File: src/hw/rtl/ipv4fhg_pkg.sv
`default_nettype none
// ----------------------------------------------------------------------------
// ipv4fhg_pkg
// Shared types and constants of the IPv4 fragment header generator.
// ----------------------------------------------------------------------------
package ipv4fhg_pkg;

  localparam int unsigned CFG_IDX_W  = 2;
  localparam int unsigned CFG_DATA_W = 32;

  localparam logic [CFG_IDX_W-1:0] CFG_LOCAL_ADDRESS         = 2'd0;
  localparam logic [CFG_IDX_W-1:0] CFG_TIME_TO_LIVE          = 2'd1;
  localparam logic [CFG_IDX_W-1:0] CFG_FRAGMENT_PAYLOAD_SIZE = 2'd2;

  localparam logic [7:0]  TTL_RESET       = 8'd64;
  localparam logic [10:0] FRAG_SIZE_RESET = 11'd1480;
  localparam logic [10:0] FRAG_MIN        = 11'd1024;
  localparam logic [10:0] FRAG_MAX        = 11'd1480;
  localparam logic [15:0] HDR_BYTES       = 16'd20;
  localparam logic [15:0] VER_IHL_TOS     = 16'h4500;

  // Header words run through the adder in this order; the checksum word is zero.
  localparam logic [3:0] WORD_VER      = 4'd0;
  localparam logic [3:0] WORD_TLEN     = 4'd1;
  localparam logic [3:0] WORD_ID       = 4'd2;
  localparam logic [3:0] WORD_FLAGSOFF = 4'd3;
  localparam logic [3:0] WORD_TTLPROTO = 4'd4;
  localparam logic [3:0] WORD_SRC_HI   = 4'd5;
  localparam logic [3:0] WORD_SRC_LO   = 4'd6;
  localparam logic [3:0] WORD_DST_HI   = 4'd7;
  localparam logic [3:0] WORD_DST_LO   = 4'd8;

  typedef struct packed {
    logic [15:0] payload_length;
    logic [31:0] destination_address;
    logic [7:0]  protocol;
  } in_t;

  typedef struct packed {
    logic [15:0] identification;
    logic [15:0] total_length;
    logic [12:0] offset_units;
    logic        more_fragments;
    logic [15:0] header_checksum;
    logic [15:0] payload_start;
    logic [10:0] fragment_length;
    logic        last;
  } out_t;

endpackage
`default_nettype wire

File: src/hw/rtl/ipv4_fragment_header_generator.sv
// Sequence: after a request is accepted, and after each header taken that is
// not the last, a setup state (CALC) and nine passes of the shared 16-bit
// end-around-carry adder build the next fragment header.
// Operation: one datagram at a time, input ready only while idle. Reset:
// synchronous active-low rst_n clears the sequencer and the identification
// counter and loads the register defaults.
`default_nettype none
// ----------------------------------------------------------------------------
// ipv4_fragment_header_generator
// Splits a datagram descriptor into fragments and builds each header's
// per-fragment fields and checksum with one shared one's complement adder.
// ----------------------------------------------------------------------------
module ipv4_fragment_header_generator (
  input  wire                                   clk,
  input  wire                                   rst_n,
  input  wire                                   cfg_we,
  input  wire [ipv4fhg_pkg::CFG_IDX_W-1:0]      cfg_index,
  input  wire [ipv4fhg_pkg::CFG_DATA_W-1:0]     cfg_data,
  input  wire                                   in_valid,
  output logic                                  in_ready,
  input  wire ipv4fhg_pkg::in_t                 in_data,
  output logic                                  out_valid,
  input  wire                                   out_ready,
  output ipv4fhg_pkg::out_t                     out_data
);

  localparam logic [1:0] ST_IDLE = 2'd0;
  localparam logic [1:0] ST_CALC = 2'd1;
  localparam logic [1:0] ST_SUM  = 2'd2;
  localparam logic [1:0] ST_OUT  = 2'd3;

  logic [31:0] local_address_r;
  logic [7:0]  ttl_r;
  logic [10:0] frag_size_r;

  logic [1:0]  state_r, state_nxt;
  logic [15:0] ident_r, ident_nxt;
  logic [15:0] id_r, id_nxt;
  logic [15:0] rest_r, rest_nxt;
  logic [15:0] start_r, start_nxt;
  logic [10:0] frag_r, frag_nxt;
  logic [10:0] flen_r, flen_nxt;
  logic        mf_r, mf_nxt;
  logic [31:0] dst_r, dst_nxt;
  logic [7:0]  proto_r, proto_nxt;
  logic [3:0]  widx_r, widx_nxt;
  logic [15:0] sum_r, sum_nxt;

  logic [10:0] frag_masked;
  logic [10:0] frag_clamped;
  logic [15:0] tlen;
  logic [15:0] word;
  logic [16:0] add_raw;
  logic [15:0] add_fold;

  // Config writes
  always_ff @(posedge clk) begin
    if (!rst_n) begin
      local_address_r <= '0;
      ttl_r           <= ipv4fhg_pkg::TTL_RESET;
      frag_size_r     <= ipv4fhg_pkg::FRAG_SIZE_RESET;
    end else if (cfg_we) begin
      case (cfg_index)
        ipv4fhg_pkg::CFG_LOCAL_ADDRESS:         local_address_r <= cfg_data;
        ipv4fhg_pkg::CFG_TIME_TO_LIVE:          ttl_r <= cfg_data[7:0];
        ipv4fhg_pkg::CFG_FRAGMENT_PAYLOAD_SIZE: frag_size_r <= cfg_data[10:0];
        default: ;
      endcase
    end
  end

  always_comb begin
    frag_masked = {frag_size_r[10:3], 3'b000};
    if (frag_masked < ipv4fhg_pkg::FRAG_MIN) begin
      frag_clamped = ipv4fhg_pkg::FRAG_MIN;
    end else if (frag_masked > ipv4fhg_pkg::FRAG_MAX) begin
      frag_clamped = ipv4fhg_pkg::FRAG_MAX;
    end else begin
      frag_clamped = frag_masked;
    end
  end

  assign tlen = {5'd0, flen_r} + ipv4fhg_pkg::HDR_BYTES;

  // Header word feeding the shared adder
  always_comb begin
    case (widx_r)
      ipv4fhg_pkg::WORD_VER:      word = ipv4fhg_pkg::VER_IHL_TOS;
      ipv4fhg_pkg::WORD_TLEN:     word = tlen;
      ipv4fhg_pkg::WORD_ID:       word = id_r;
      ipv4fhg_pkg::WORD_FLAGSOFF: word = {2'b00, mf_r, start_r[15:3]};
      ipv4fhg_pkg::WORD_TTLPROTO: word = {ttl_r, proto_r};
      ipv4fhg_pkg::WORD_SRC_HI:   word = local_address_r[31:16];
      ipv4fhg_pkg::WORD_SRC_LO:   word = local_address_r[15:0];
      ipv4fhg_pkg::WORD_DST_HI:   word = dst_r[31:16];
      ipv4fhg_pkg::WORD_DST_LO:   word = dst_r[15:0];
      default:                    word = '0;
    endcase
  end

  // Fold the carry back in: one's complement add
  assign add_raw  = {1'b0, sum_r} + {1'b0, word};
  assign add_fold = add_raw[15:0] + {15'd0, add_raw[16]};

  always_comb begin
    state_nxt = state_r;
    ident_nxt = ident_r;
    id_nxt    = id_r;
    rest_nxt  = rest_r;
    start_nxt = start_r;
    frag_nxt  = frag_r;
    flen_nxt  = flen_r;
    mf_nxt    = mf_r;
    dst_nxt   = dst_r;
    proto_nxt = proto_r;
    widx_nxt  = widx_r;
    sum_nxt   = sum_r;
    case (state_r)
      ST_IDLE: begin
        if (in_valid) begin
          id_nxt    = ident_r;
          ident_nxt = ident_r + 16'd1;
          rest_nxt  = in_data.payload_length;
          dst_nxt   = in_data.destination_address;
          proto_nxt = in_data.protocol;
          frag_nxt  = frag_clamped;
          start_nxt = '0;
          state_nxt = ST_CALC;
        end
      end
      ST_CALC: begin
        if (rest_r > {5'd0, frag_r}) begin
          flen_nxt = frag_r;
          mf_nxt   = 1'b1;
        end else begin
          flen_nxt = rest_r[10:0];
          mf_nxt   = 1'b0;
        end
        sum_nxt   = '0;
        widx_nxt  = ipv4fhg_pkg::WORD_VER;
        state_nxt = ST_SUM;
      end
      ST_SUM: begin
        sum_nxt  = add_fold;
        widx_nxt = widx_r + 4'd1;
        if (widx_r == ipv4fhg_pkg::WORD_DST_LO) begin
          state_nxt = ST_OUT;
        end
      end
      ST_OUT: begin
        if (out_ready) begin
          // Advance to the next slice, or drop back to idle after the last
          start_nxt = start_r + {5'd0, flen_r};
          rest_nxt  = rest_r - {5'd0, flen_r};
          state_nxt = mf_r ? ST_CALC : ST_IDLE;
        end
      end
      default: state_nxt = ST_IDLE;
    endcase
  end

  always_ff @(posedge clk) begin
    if (!rst_n) begin
      state_r <= ST_IDLE;
      ident_r <= '0;
    end else begin
      state_r <= state_nxt;
      ident_r <= ident_nxt;
    end
  end

  always_ff @(posedge clk) begin
    id_r    <= id_nxt;
    rest_r  <= rest_nxt;
    start_r <= start_nxt;
    frag_r  <= frag_nxt;
    flen_r  <= flen_nxt;
    mf_r    <= mf_nxt;
    dst_r   <= dst_nxt;
    proto_r <= proto_nxt;
    widx_r  <= widx_nxt;
    sum_r   <= sum_nxt;
  end

  assign in_ready  = (state_r == ST_IDLE);
  assign out_valid = (state_r == ST_OUT);

  always_comb begin
    out_data.identification  = id_r;
    out_data.total_length    = tlen;
    out_data.offset_units    = start_r[15:3];
    out_data.more_fragments  = mf_r;
    out_data.header_checksum = ~sum_r;
    out_data.payload_start   = start_r;
    out_data.fragment_length = flen_r;
    out_data.last            = ~mf_r;
  end

endmodule
`default_nettype wire
File: config.mk
export PLATFORM = sky130hd
export DESIGN_NAME = ipv4_fragment_header_generator
export DESIGN_NICKNAME = d
export VERILOG_FILES = /design/src/hw/rtl/ipv4fhg_pkg.sv /design/src/hw/rtl/ipv4_fragment_header_generator.sv
export SDC_FILE = /design/constraint.sdc
export NUM_CORES = 1
export LEC_CHECK = 0
export ABC_AREA = 1
export BUFFER_PORTS_ARGS = -buffer_cell sky130_fd_sc_hd__buf_2
export CORE_AREA = 2 2 153 267
export DETAILED_ROUTE_END_ITERATION = 6
export DIE_AREA = 0 0 155 269
export HOLD_SLACK_MARGIN = 0.15
export PLACE_DENSITY = 0.46
export SLEW_MARGIN = 25
export SYNTH_ARGS = -nofsm -noshare
export SYNTH_HDL_FRONTEND = slang
export SYNTH_SLANG_ARGS = --single-unit
File: constraint.sdc
create_clock -name clk -period 4.8 [get_ports clk]
set_clock_uncertainty 0.2 [all_clocks]
set_input_delay 0.48 -clock clk [delete_from_list [all_inputs] [get_ports clk]]
set_output_delay 0.48 -clock clk [all_outputs]
set_load 0.02 [all_outputs]
Yosys cells after proc, flatten, opt, wreduce, memory -nomap -nowiden

Index checks and enable logic that the tools add are counted.

Equality and inequality tests: 16
Mux-type cells: 17
Add/subtract/negate cells: 7
$lt $le $gt $ge: 3
Bitwise logic cells: 2
Reduce and logical (&&, ||, !) cells: 12

Operator list:

| cell                    | count |
|---|---|
| $pmux W16 S9            | 1 |
| $pmux W16 S2            | 3 |
| $mux W16                | 4 |
| $add A16 B16 Y17        | 1 |
| $add A16 B1 Y16         | 1 |
| $add A16 B1 Y16 const B | 1 |
| $add A16 B11 Y16        | 1 |
| $eq A4 B3 Y1 const B    | 4 |
| $gt A16 B11 Y1          | 1 |
| $not A16 Y16            | 1 |
| $sub A16 B11 Y16        | 1 |
| $add A11 B5 Y12 const B | 1 |
| $gt A11 B11 Y1 const B  | 1 |
| $lt A11 B11 Y1 const B  | 1 |
| $mux W11                | 1 |
| $mux W9                 | 1 |
| $eq A4 B2 Y1 const B    | 2 |
| $pmux W2 S4             | 1 |
| $pmux W4 S2             | 1 |
| $reduce_and A2 Y1       | 4 |
| $eq A2 B2 Y1 const B    | 3 |
| $mux W2                 | 3 |
| $reduce_and A3 Y1       | 2 |
| $add A4 B1 Y4 const B   | 1 |
| other kinds (11)        | 16 |

Input port bits: 95
Output and inout bits: 92
Word-level logic and storage cells: 73
Bits in registers: 200

Longest topological paths before layout

Gate-level depths: netlist of run 1.

Depth in word-level cells: 5
Gate-level depth with buffers: 30
Gate-level depth less buffers: 30

Worst setup path before layout of run 1

OpenSTA, ideal clock, no wires.

Path type: register to register
Start: register flen_r[2]
End: register sum_r[14] (data pin)
Arrival time: 3.850 ns
Data required time: 4.348 ns
Setup time: 0.252 ns
Period minus slack after synthesis: 4.302 ns
Buffers on the path: 0
Slack: 0.498 ns
Cell stages (with the launch flop): 29
Path through: edfxtp_1 ha_1 nor2_1 nor2_1 inv_1 nor3_1 nand3_1 xor2_1 nand2_1 nand3_1 ha_1 nand2_1 nor2_1 and2_1 nand2_1 nand2_1 a21oi_1 o21bai_1 ha_1 ha_1 inv_1 nor2_4 nand3_2 nor2_2 nand3_2 nor2_4 nand3_1 nand2_1 nor2_2

RTL lines:

| what                   | RTL line                              | text |
|---|---|---|
| from (decl)            | ipv4_fragment_header_generator.sv:42  | `logic [10:0] flen_r, flen_nxt;` |
| from (signal assigned) | ipv4_fragment_header_generator.sv:177 | `flen_r <= flen_nxt;` |
| to (signal assigned)   | ipv4_fragment_header_generator.sv:182 | `sum_r <= sum_nxt;` |
| to (decl)              | ipv4_fragment_header_generator.sv:47  | `logic [15:0] sum_r, sum_nxt;` |

Final worst setup path of run 1

Start: register widx_r[1]
End: register sum_r[12] (data pin)

Cells in the longest elaborated chain, start to end: 5
Elaborated cells on any way between the ends: 13
Classes of those cells: add/sub (2); eq/ne (8); mux (2); reduce/logical (1)

RTL lines:

| what                                       | RTL line                              | text |
|---|---|---|
| from (decl)                                | ipv4_fragment_header_generator.sv:46  | `logic [3:0] widx_r, widx_nxt;` |
| from (signal assigned)                     | ipv4_fragment_header_generator.sv:181 | `widx_r <= widx_nxt;` |
| $eq A4 B4 Y1, or another cell as far along | ipv4_fragment_header_generator.sv:87  | `case (widx_r)` |
| $pmux W16 S9 *                             | ipv4_fragment_header_generator.sv:87  |  |
| $add A16 B16 Y17 *                         | ipv4_fragment_header_generator.sv:102 | `assign add_raw = {1'b0, sum_r} + {1'b0, word};` |
| $add A16 B1 Y16 *                          | ipv4_fragment_header_generator.sv:103 | `assign add_fold = add_raw[15:0] + {15'd0, add_raw[16]};` |
| $pmux W16 S2 *                             | ipv4_fragment_header_generator.sv:118 | `case (state_r)` |

Mark *: on every way between the ends. The rest lies on a longest branch, timed or not.
A chain may end at the register's enable or synchronous reset.

==> results.tsv, run 1 <==
stage	metric	value	unit
critical_path	r2r_setup_slack	270	ps
clock_tree	tritoncts	yes	
detailed_routing	wl_per_cell	18.0	um
clock_tree	clockBufferDepth	2	
cells_and_area	fin_nets	1770	
flow_run	drv_cap	0	
sta	tns	0	ps
yosys	yosys_most_used_dff	edfxtp_1	
status	outcome	completed	
power	p_per_area	664	nW/um^2
clock_tree	clk_pin_slew	80	ps
global_route	gr-usage-all-layers	18.1	%
sta	fmax	0.221	GHz
die	start_util	27.5	%
sta	finalMaxSlewViolations	0	
sta	slew_headroom	49.7	%
clock_tree	h-tree-depth	4	
critical_path	critPathLaunchType	register	
detailed_routing	post-route-drc-count	0	
placed_design	dp_slack	-70.9	ps
die	die_y	269	um
die	ios	187	
global_route	grt_pass1_wl	56000	um
sta	setup_viol	0	
sta	min_period	4530	ps
detailed_routing	via_count	10057	
die	num_rows	97	
global_route	grt_max_degree	49	
critical_path	worst_setup_path_end_kind	register	
detailed_routing	drt_first_iter_violations	457	
yosys	synth.avg_cell_area	8.43	sq um
yosys	syn_area	10900	sq um
detailed_routing	vias_per_cell	4.74	
clock_tree	clk_latency	470	ps
placed_design	portBuffers	182	
die	core	39700	sq um
detailed_routing	postRouteWirelength	38100	um
critical_path	critPathMaxFanout	6	
sta	min_period_over_period	94.5	%
critical_path	crit_arrival	4560	ps
cells_and_area	utilization	36.9	%
yosys	yosysUniqueCellTypes	52	
yosys	synth-seq-cells	194	
cells_and_area	multiInputGateArea	5230	sq um
critical_path	critPathRequiredTime	4820	ps
yosys	ys_warn_count	0	
sta	hold_viol_final	0	
sta	worst_pin_slew	754	ps
cells_and_area	area_delta_synth_final	34.1	%
die	dieArea	41700	sq um
clock_tree	cts_sinks	194	
power	ir_drop	241	uV
clock_tree	cts_made_buffers	17	
cells_and_area	layout-drive-gt1-share	25.0	%
placed_design	routabilityCongestion	0.904	
yosys	synth_edf_count	128	
clock_tree	cts-root-buf	clkbuf_16	
cells_and_area	num_antenna_cells	0	
critical_path	crit_family	simple AND/OR/NAND/NOR gates	
global_route	grt_overflow_total	0	
critical_path	path_class	reg -> reg	
placed_design	dp_hpwl	29800	um
die	fp.dieW	155	um
detailed_routing	firstDrtPassIters	4	
yosys	synthArstFlopShare	0	%
yosys	syn_inst	1296	
critical_path	crit_buf_inv	5	
sta	fin_ws	266	ps
cells_and_area	instances_no_fill	2122	
power	p_leak	0.00650	uW
cells_and_area	seq_area	5160	sq um
placed_design	dp_cells	1978	
global_route	grt_antenna_before_repair	0	
critical_path	max_stage_delay	390	ps
critical_path	cp_slowest_cell	edfxtp_1	
yosys	yosysSeqAreaShare	47.3	%
cells_and_area	n_fill_cell	4075	
min_path	hp-class	in -> reg	
global_route	grt_pass1_vias	9906	
detailed_routing	ant_nets	0	
## cell families after synthesis
logic type,count (synthesis),synth area share [%]
other,2,0.0688
adders and majority gates,61,7.20
and+or+nand+nor,554,22.5
buffers and inverters,224,8.44
xor gates and xnor gates,12,0.962
DFF,194,47.3
AOI/OAI and AO/OA,249,13.5
## cells in the mapped netlist (9+ instances only)
library cell | count | area [sq um]
nor3_1 | 13 | 65.1
a21oi_1 | 69 | 345
dfxtp_1 | 66 | 1320
ha_1 | 58 | 726
a221oi_1 | 25 | 219
clkbuf_1 | 23 | 86.3
nor2_1 | 150 | 563
a31oi_1 | 9 | 56.3
nand2_1 | 250 | 938
buf_4 | 20 | 150
nand3_1 | 65 | 325
a22o_1 | 16 | 140
inv_1 | 170 | 638
o21ai_0 | 105 | 526
nand4_1 | 19 | 119
nand2_2 | 18 | 113
edfxtp_1 | 128 | 3840
## power breakdown
part / internal (uW) / switching [uW] / leakage (uW) / total, uW
Sequential: 2350 / 439 / 0.00177 / 2790
Combinational: 1920 / 3530 / 0.00444 / 5450
Clock: 743 / 745 / 0.000285 / 1490
Total: 5010 / 4710 / 0.00650 / 9720
## area by class of cell
| cell class | instances | area share (%) |
|---|---|---|
| clock buffer | 17 | 2.91 |
| clock inverter | 15 | 1.09 |
| inverter | 175 | 4.56 |
| multi-input combinational | 882 | 35.7 |
| sequential | 194 | 35.3 |
| tap | 495 | 4.23 |
| timing repair buffer | 344 | 16.2 |
## registers in the layout (all words and copies together) (netlist names)
| name | flops |
|---|---|
| id_r | 16 |
| widx_r | 4 |
| rest_r | 16 |
| start_r | 16 |
| dst_r | 32 |
| ttl_r | 8 |
| state_r | 2 |
| frag_size_r | 8 |
| local_address_r | 32 |
| flen_r | 11 |
| sum_r | 16 |
| proto_r | 8 |
| ident_r | 16 |
| mf_r | 1 |
| frag_r | 8 |
## worst reg2reg max path: stages (launching register included)
cell,delay (ps)
edfxtp_1,390
buf_4,160
ha_2,190
nand3_4,80
clkinvlp_4,90
clkbuf_4,180
buf_4,150
a221oi_2,300
nand2_1,100
ha_1,370
nand2_1,120
nor2_2,130
and2_1,140
nand2_2,60
nand2_2,70
a21oi_1,60
o21bai_1,180
ha_2,210
ha_2,180
inv_1,60
nor2_4,110
nand3_4,110
nor2_4,130
nand3_2,100
nor2_4,220
nand4_1,110
nand2_1,70
nor2_1,40
## layer usage
layer	up-vias	GRT usage, %	wire, um
met5	-	0	0
met4	0	7.56	966
met3	46	2.67	1440
met2	264	33.9	20600
met1	4734	20.3	15000
li1	5013	-	-
## through the flow
step | power (uW) | hold slack [ps] | cell area (sq um)
detailed placement | 7810 | 241 | 12600
floorplan | 6020 | 208 | 10900
CTS | 9400 | 158 | 14100
global route | 10500 | 173 | 14600
global placement | 7820 | 243 | 12600
finish | 9720 | 173 | 14600
## path summary, 6_finish.rpt
kind | startpoint | to | depth (start not counted)
setup / recovery | widx_r[1]$_SDFFCE_PP0P_ | sum_r[12]$_SDFFCE_PP0P_ | 27
setup reg to reg | widx_r[1]$_SDFFCE_PP0P_ | sum_r[12]$_SDFFCE_PP0P_ | 27
hold reg to reg | ident_r[15]$_SDFFE_PN0P_ | id_r[15]$_DFFE_PP_ | 0
hold / removal | cfg_data[7] | frag_size_r[7]$_SDFFE_PN1P_ | 3
## timing repair
action	4_1_cts	5_1_grt
endpoints found under the hold margin	98	0
gates cloned	0	0
gates resized for setup	3	79
pin swaps	1	23
buffers inserted	5	20
setup endpoints to repair	4	11
hold buffers	87	0
## cell usage in the layout (no fill, tap or decap), drive strengths merged, types with 15 or more instances in the layout
master | synthesis | routed
a221oi | 25 | 25
nand3 | 73 | 73
a21oi | 70 | 70
buf | 26 | 256
dfxtp | 66 | 66
edfxtp | 128 | 128
o21ai | 106 | 106
a22o | 16 | 16
clkbuf | 23 | 18
nand4 | 20 | 20
nand2 | 270 | 270
nor2 | 162 | 162
ha | 58 | 58
dlygate4sd3 | 0 | 87
nor3 | 15 | 15
inv | 174 | 182
No activity file was read; power rests on OpenSTA's default activity.
==> run 2, diff against run 1 <==
- ABC_AREA: 1 -> not set
- CORE_AREA: 2 2 153 267 -> 2 2 150 262
- DIE_AREA: 0 0 155 269 -> 0 0 152 264
==> results.tsv, run 2 <==
stage	metric	value	unit	change
yosys	yosysSeqAreaShare	49.1	%	was 47.3%
min_path	hp-class	in -> reg		unchanged
yosys	syn_area	10500	sq um	was 10900 sq um
yosys	synth_fa_ha_area_share	7.46	%	was 7.20%
sta	fmax	0.217	GHz	was 0.221 GHz
placed_design	dp_cells	1720		was 1978
yosys	synth_top_area_share	36.5	%	was 35.2%
yosys	synth_top_family_by_area	simple AND/OR/NAND/NOR gates		unchanged
detailed_routing	vias_per_cell	4.84		was 4.74
detailed_routing	ant_nets	0		unchanged
yosys	yosys.area.top_type	edfxtp_1		unchanged
placed_design	portBuffers	182		unchanged
yosys	yosys_most_used_dff	edfxtp_1		unchanged
min_path	whs_path_depth	3		unchanged
detailed_routing	post-route-drc-count	0		unchanged
critical_path	critPathMaxFanout	15		was 6
clock_tree	tritoncts	yes		unchanged
yosys	synthArstFlopShare	0	%	unchanged
detailed_routing	postRouteWirelength	37000	um	was 38100 um
clock_tree	cts_made_buffers	17		unchanged
global_route	gr-usage-all-layers	18.1	%	about the same
clock_tree	cts_sinks	194		unchanged
cells_and_area	layout_common_cells	182 x buf_2, 128 x edfxtp_1, 121 x nand2_1		was 243 x nand2_1, 182 x buf_2, 161 x inv_1
die	dieArea	40100	sq um	was 41700 sq um
critical_path	rr_endpoint	sum_r[13]$_SDFFCE_PP0P_		was sum_r[12]$_SDFFCE_PP0P_
die	fp.dieW	152	um	was 155 um
critical_path	worstReg2RegStart	widx_r[1]$_SDFFCE_PP0P_		unchanged
placed_design	dp_hpwl	29200	um	was 29800 um
min_path	worstHoldStart	in_data[54]		was cfg_data[7]
global_route	grt_overflow_total	0		unchanged
placed_design	routabilityCongestion	0.880		was 0.904
critical_path	crit_arrival	4620	ps	was 4560 ps
cells_and_area	area_delta_synth_final	33.3	%	was 34.1%
critical_path	rr_worst_depth	22		was 27
critical_path	worst_setup_path_end_kind	register		unchanged
sta	fin_ws	193	ps	was 266 ps
yosys	syn_inst	1036		was 1296
yosys	ys_warn_count	0		unchanged
global_route	grt_antenna_before_repair	1		was 0
clock_tree	clk_latency	460	ps	was 470 ps
critical_path	critPathRequiredTime	4820	ps	about the same
sta	slew_headroom	35.9	%	was 49.7%
clock_tree	cts-root-buf	clkbuf_16		unchanged
yosys	yosysMostFrequentCell	edfxtp_1		was nand2_1
sta	worst_pin_slew	962	ps	was 754 ps
detailed_routing	wl_per_cell	20.0	um	was 18.0 um
cells_and_area	instances_no_fill	1847		was 2122
yosys	synth_xor_xnor_area_share	4.24	%	was 0.962%
detailed_routing	firstDrtPassIters	6		was 4
sta	fin_hold_ws	180	ps	was 173 ps
sta	min_period	4610	ps	was 4530 ps
cells_and_area	fin_nets	1505		was 1770
power	ir_drop	556	uV	was 241 uV
yosys	yosys-top-cells-area	edfxtp_1 37%, dfxtp_1 13%, ha_1 6.9%		was edfxtp_1 35%, dfxtp_1 12%, nand2_1 8.6%
cells_and_area	layout-drive-gt1-share	25.8	%	was 25.0%
die	die_y	264	um	was 269 um
critical_path	r2r_setup_slack	190	ps	was 270 ps
detailed_routing	via_count	8935		was 10057
die	num_rows	95		was 97
global_route	grt_max_degree	68		was 49
die	core	38200	sq um	was 39700 sq um
sta	setup_viol	0		unchanged
cells_and_area	top_regs	dst_r x32, local_address_r x32		unchanged
cells_and_area	num_antenna_cells	0		unchanged
yosys	synth_common_cells	128 x edfxtp_1, 122 x nand2_1, 77 x nor2_1		was 250 x nand2_1, 170 x inv_1, 150 x nor2_1
status	outcome	completed		unchanged
sta	finalMaxSlewViolations	0		unchanged
cells_and_area	layout_commonest_cell	buf_2		was nand2_1
power	p_total	9990	uW	was 9720 uW
placed_design	dp_slack	-123	ps	was -70.9 ps
sta	min_period_over_period	96.0	%	was 94.5%
yosys	synth-seq-cells	194		unchanged
clock_tree	clk_pin_slew	80	ps	about the same
yosys	synth.avg_cell_area	10.2	sq um	was 8.43 sq um
yosys	synth_compound_area_share	14.6	%	was 13.5%
critical_path	critPathLaunchType	register		unchanged
power	p_leak	0.00577	uW	was 0.00650 uW
global_route	grt_pass1_vias	9049		was 9906
yosys	synthMuxAreaShare	2.71	%	was 0%
global_route	grt_pass1_wl	54300	um	was 56000 um
flow_run	drv_cap	0		unchanged
yosys	synth_simple_gate_area_share	17.0	%	was 22.5%
power	p_per_area	712	nW/um^2	was 664 nW/um^2
sta	hold_viol_final	0		unchanged
yosys	yosysUniqueCellTypes	75		was 52
clock_tree	h-tree-depth	4		unchanged
die	start_util	27.6	%	was 27.5%
die	ios	187		unchanged
critical_path	path_class	reg -> reg		unchanged
clock_tree	clockBufferDepth	2		unchanged
detailed_routing	drt_first_iter_violations	598		was 457
min_path	hold_end	rest_r[14]$_DFFE_PP_		was frag_size_r[7]$_SDFFE_PN1P_
yosys	synth_edf_count	128		unchanged
[run 2: changes by cell type in the layout (fill, tap and decap cells not counted), sizes merged, moves of 33 or more]
cell   before  now
inv       182   62
o21ai     106   29
nor2      162   77
a22oi       3   36
nand3      73   27
nand2     270  122
[run 2: how the worst max path moves through the flow]
stage	start	endpoint	slack, ps
after global placement	widx_r[0]$_SDFFCE_PP0P_	sum_r[14]$_SDFFCE_PP0P_	70
after detailed placement	widx_r[0]$_SDFFCE_PP0P_	sum_r[14]$_SDFFCE_PP0P_	-120
after global routing	widx_r[1]$_SDFFCE_PP0P_	sum_r[14]$_SDFFCE_PP0P_	-20
after floorplan	widx_r[2]$_SDFFCE_PP0P_	sum_r[13]$_SDFFCE_PP0P_	7
final	widx_r[1]$_SDFFCE_PP0P_	sum_r[13]$_SDFFCE_PP0P_	190
after CTS	widx_r[0]$_SDFFCE_PP0P_	sum_r[14]$_SDFFCE_PP0P_	9
[run 2: final cells by class]
cell class / instances / area, sq um
fillers: 3831 / 24100
flip-flops and latches: 194 / 5160
multi-input cells: 733 / 5020
repair buffers: 348 / 2420
well taps: 485 / 607
clock buffers: 17 / 425
inverters: 55 / 206
clock inverters: 15 / 184
[run 2: metrics by stage]
stage / TNS, ps / utilization [%] / area, sq um
finish: 0 / 36.8 / 14000
global route: -36.4 / 36.8 / 14000
CTS: 0 / 36.3 / 13900
detailed placement: -215 / 32.4 / 12400
global placement: 0 / 32.4 / 12400
floorplan: 0 / - / 10600
[run 2: logic make-up after synthesis]
group | after synthesis
multiplexers | 27
adder cells (fa/ha/maj) | 61
AO/OA/AOI/OAI | 224
other | 2
XOR/XNOR | 51
flip-flops | 194
buffers and inverters | 113
AND/OR/NAND/NOR | 364
[run 2: metal layers]
metal,share of wire [%],vias to the layer above,track usage [%],wire (um)
met5,0.038,-,0,14
met4,4.9,2,9.45,1820
met3,3.3,68,2.36,1210
met2,55,230,35.2,20400
met1,37,4268,18.6,13500
li1,-,4367,-,-
[run 2: power breakdown]
| group | leakage, uW | internal, uW | switching (uW) |
|---|---|---|---|
| sequential | 0.00177 | 2400 | 483 |
| combinational | 0.00371 | 2340 | 3280 |
| clock | 0.000295 | 752 | 735 |
[run 2: timing repair]
item,CTS,global route
endpoints found under the hold margin,99,0
buffers inserted,2,5
endpoints found under the setup margin,4,14
hold buffers,87,0
gates resized for setup,1,33
pin swaps,1,20
[run 2: worst max-delay path, cell delays in order (launching register included)]
cell and delay [ps]:
edfxtp_1 450, inv_2 80, ha_4 160, nor3b_2 160, buf_12 150, a22oi_1 180, nand4_1 130, ha_2 210
fa_2 390, a211oi_4 260, o21ai_1 120, nand2_1 140, o21ai_2 80, a21o_1 170, a21o_1 180, a21o_1 170
a21o_1 180, ha_4 170, and3_1 170, and2_1 180, nand4_1 170, xor2_1 80, and2_1 160
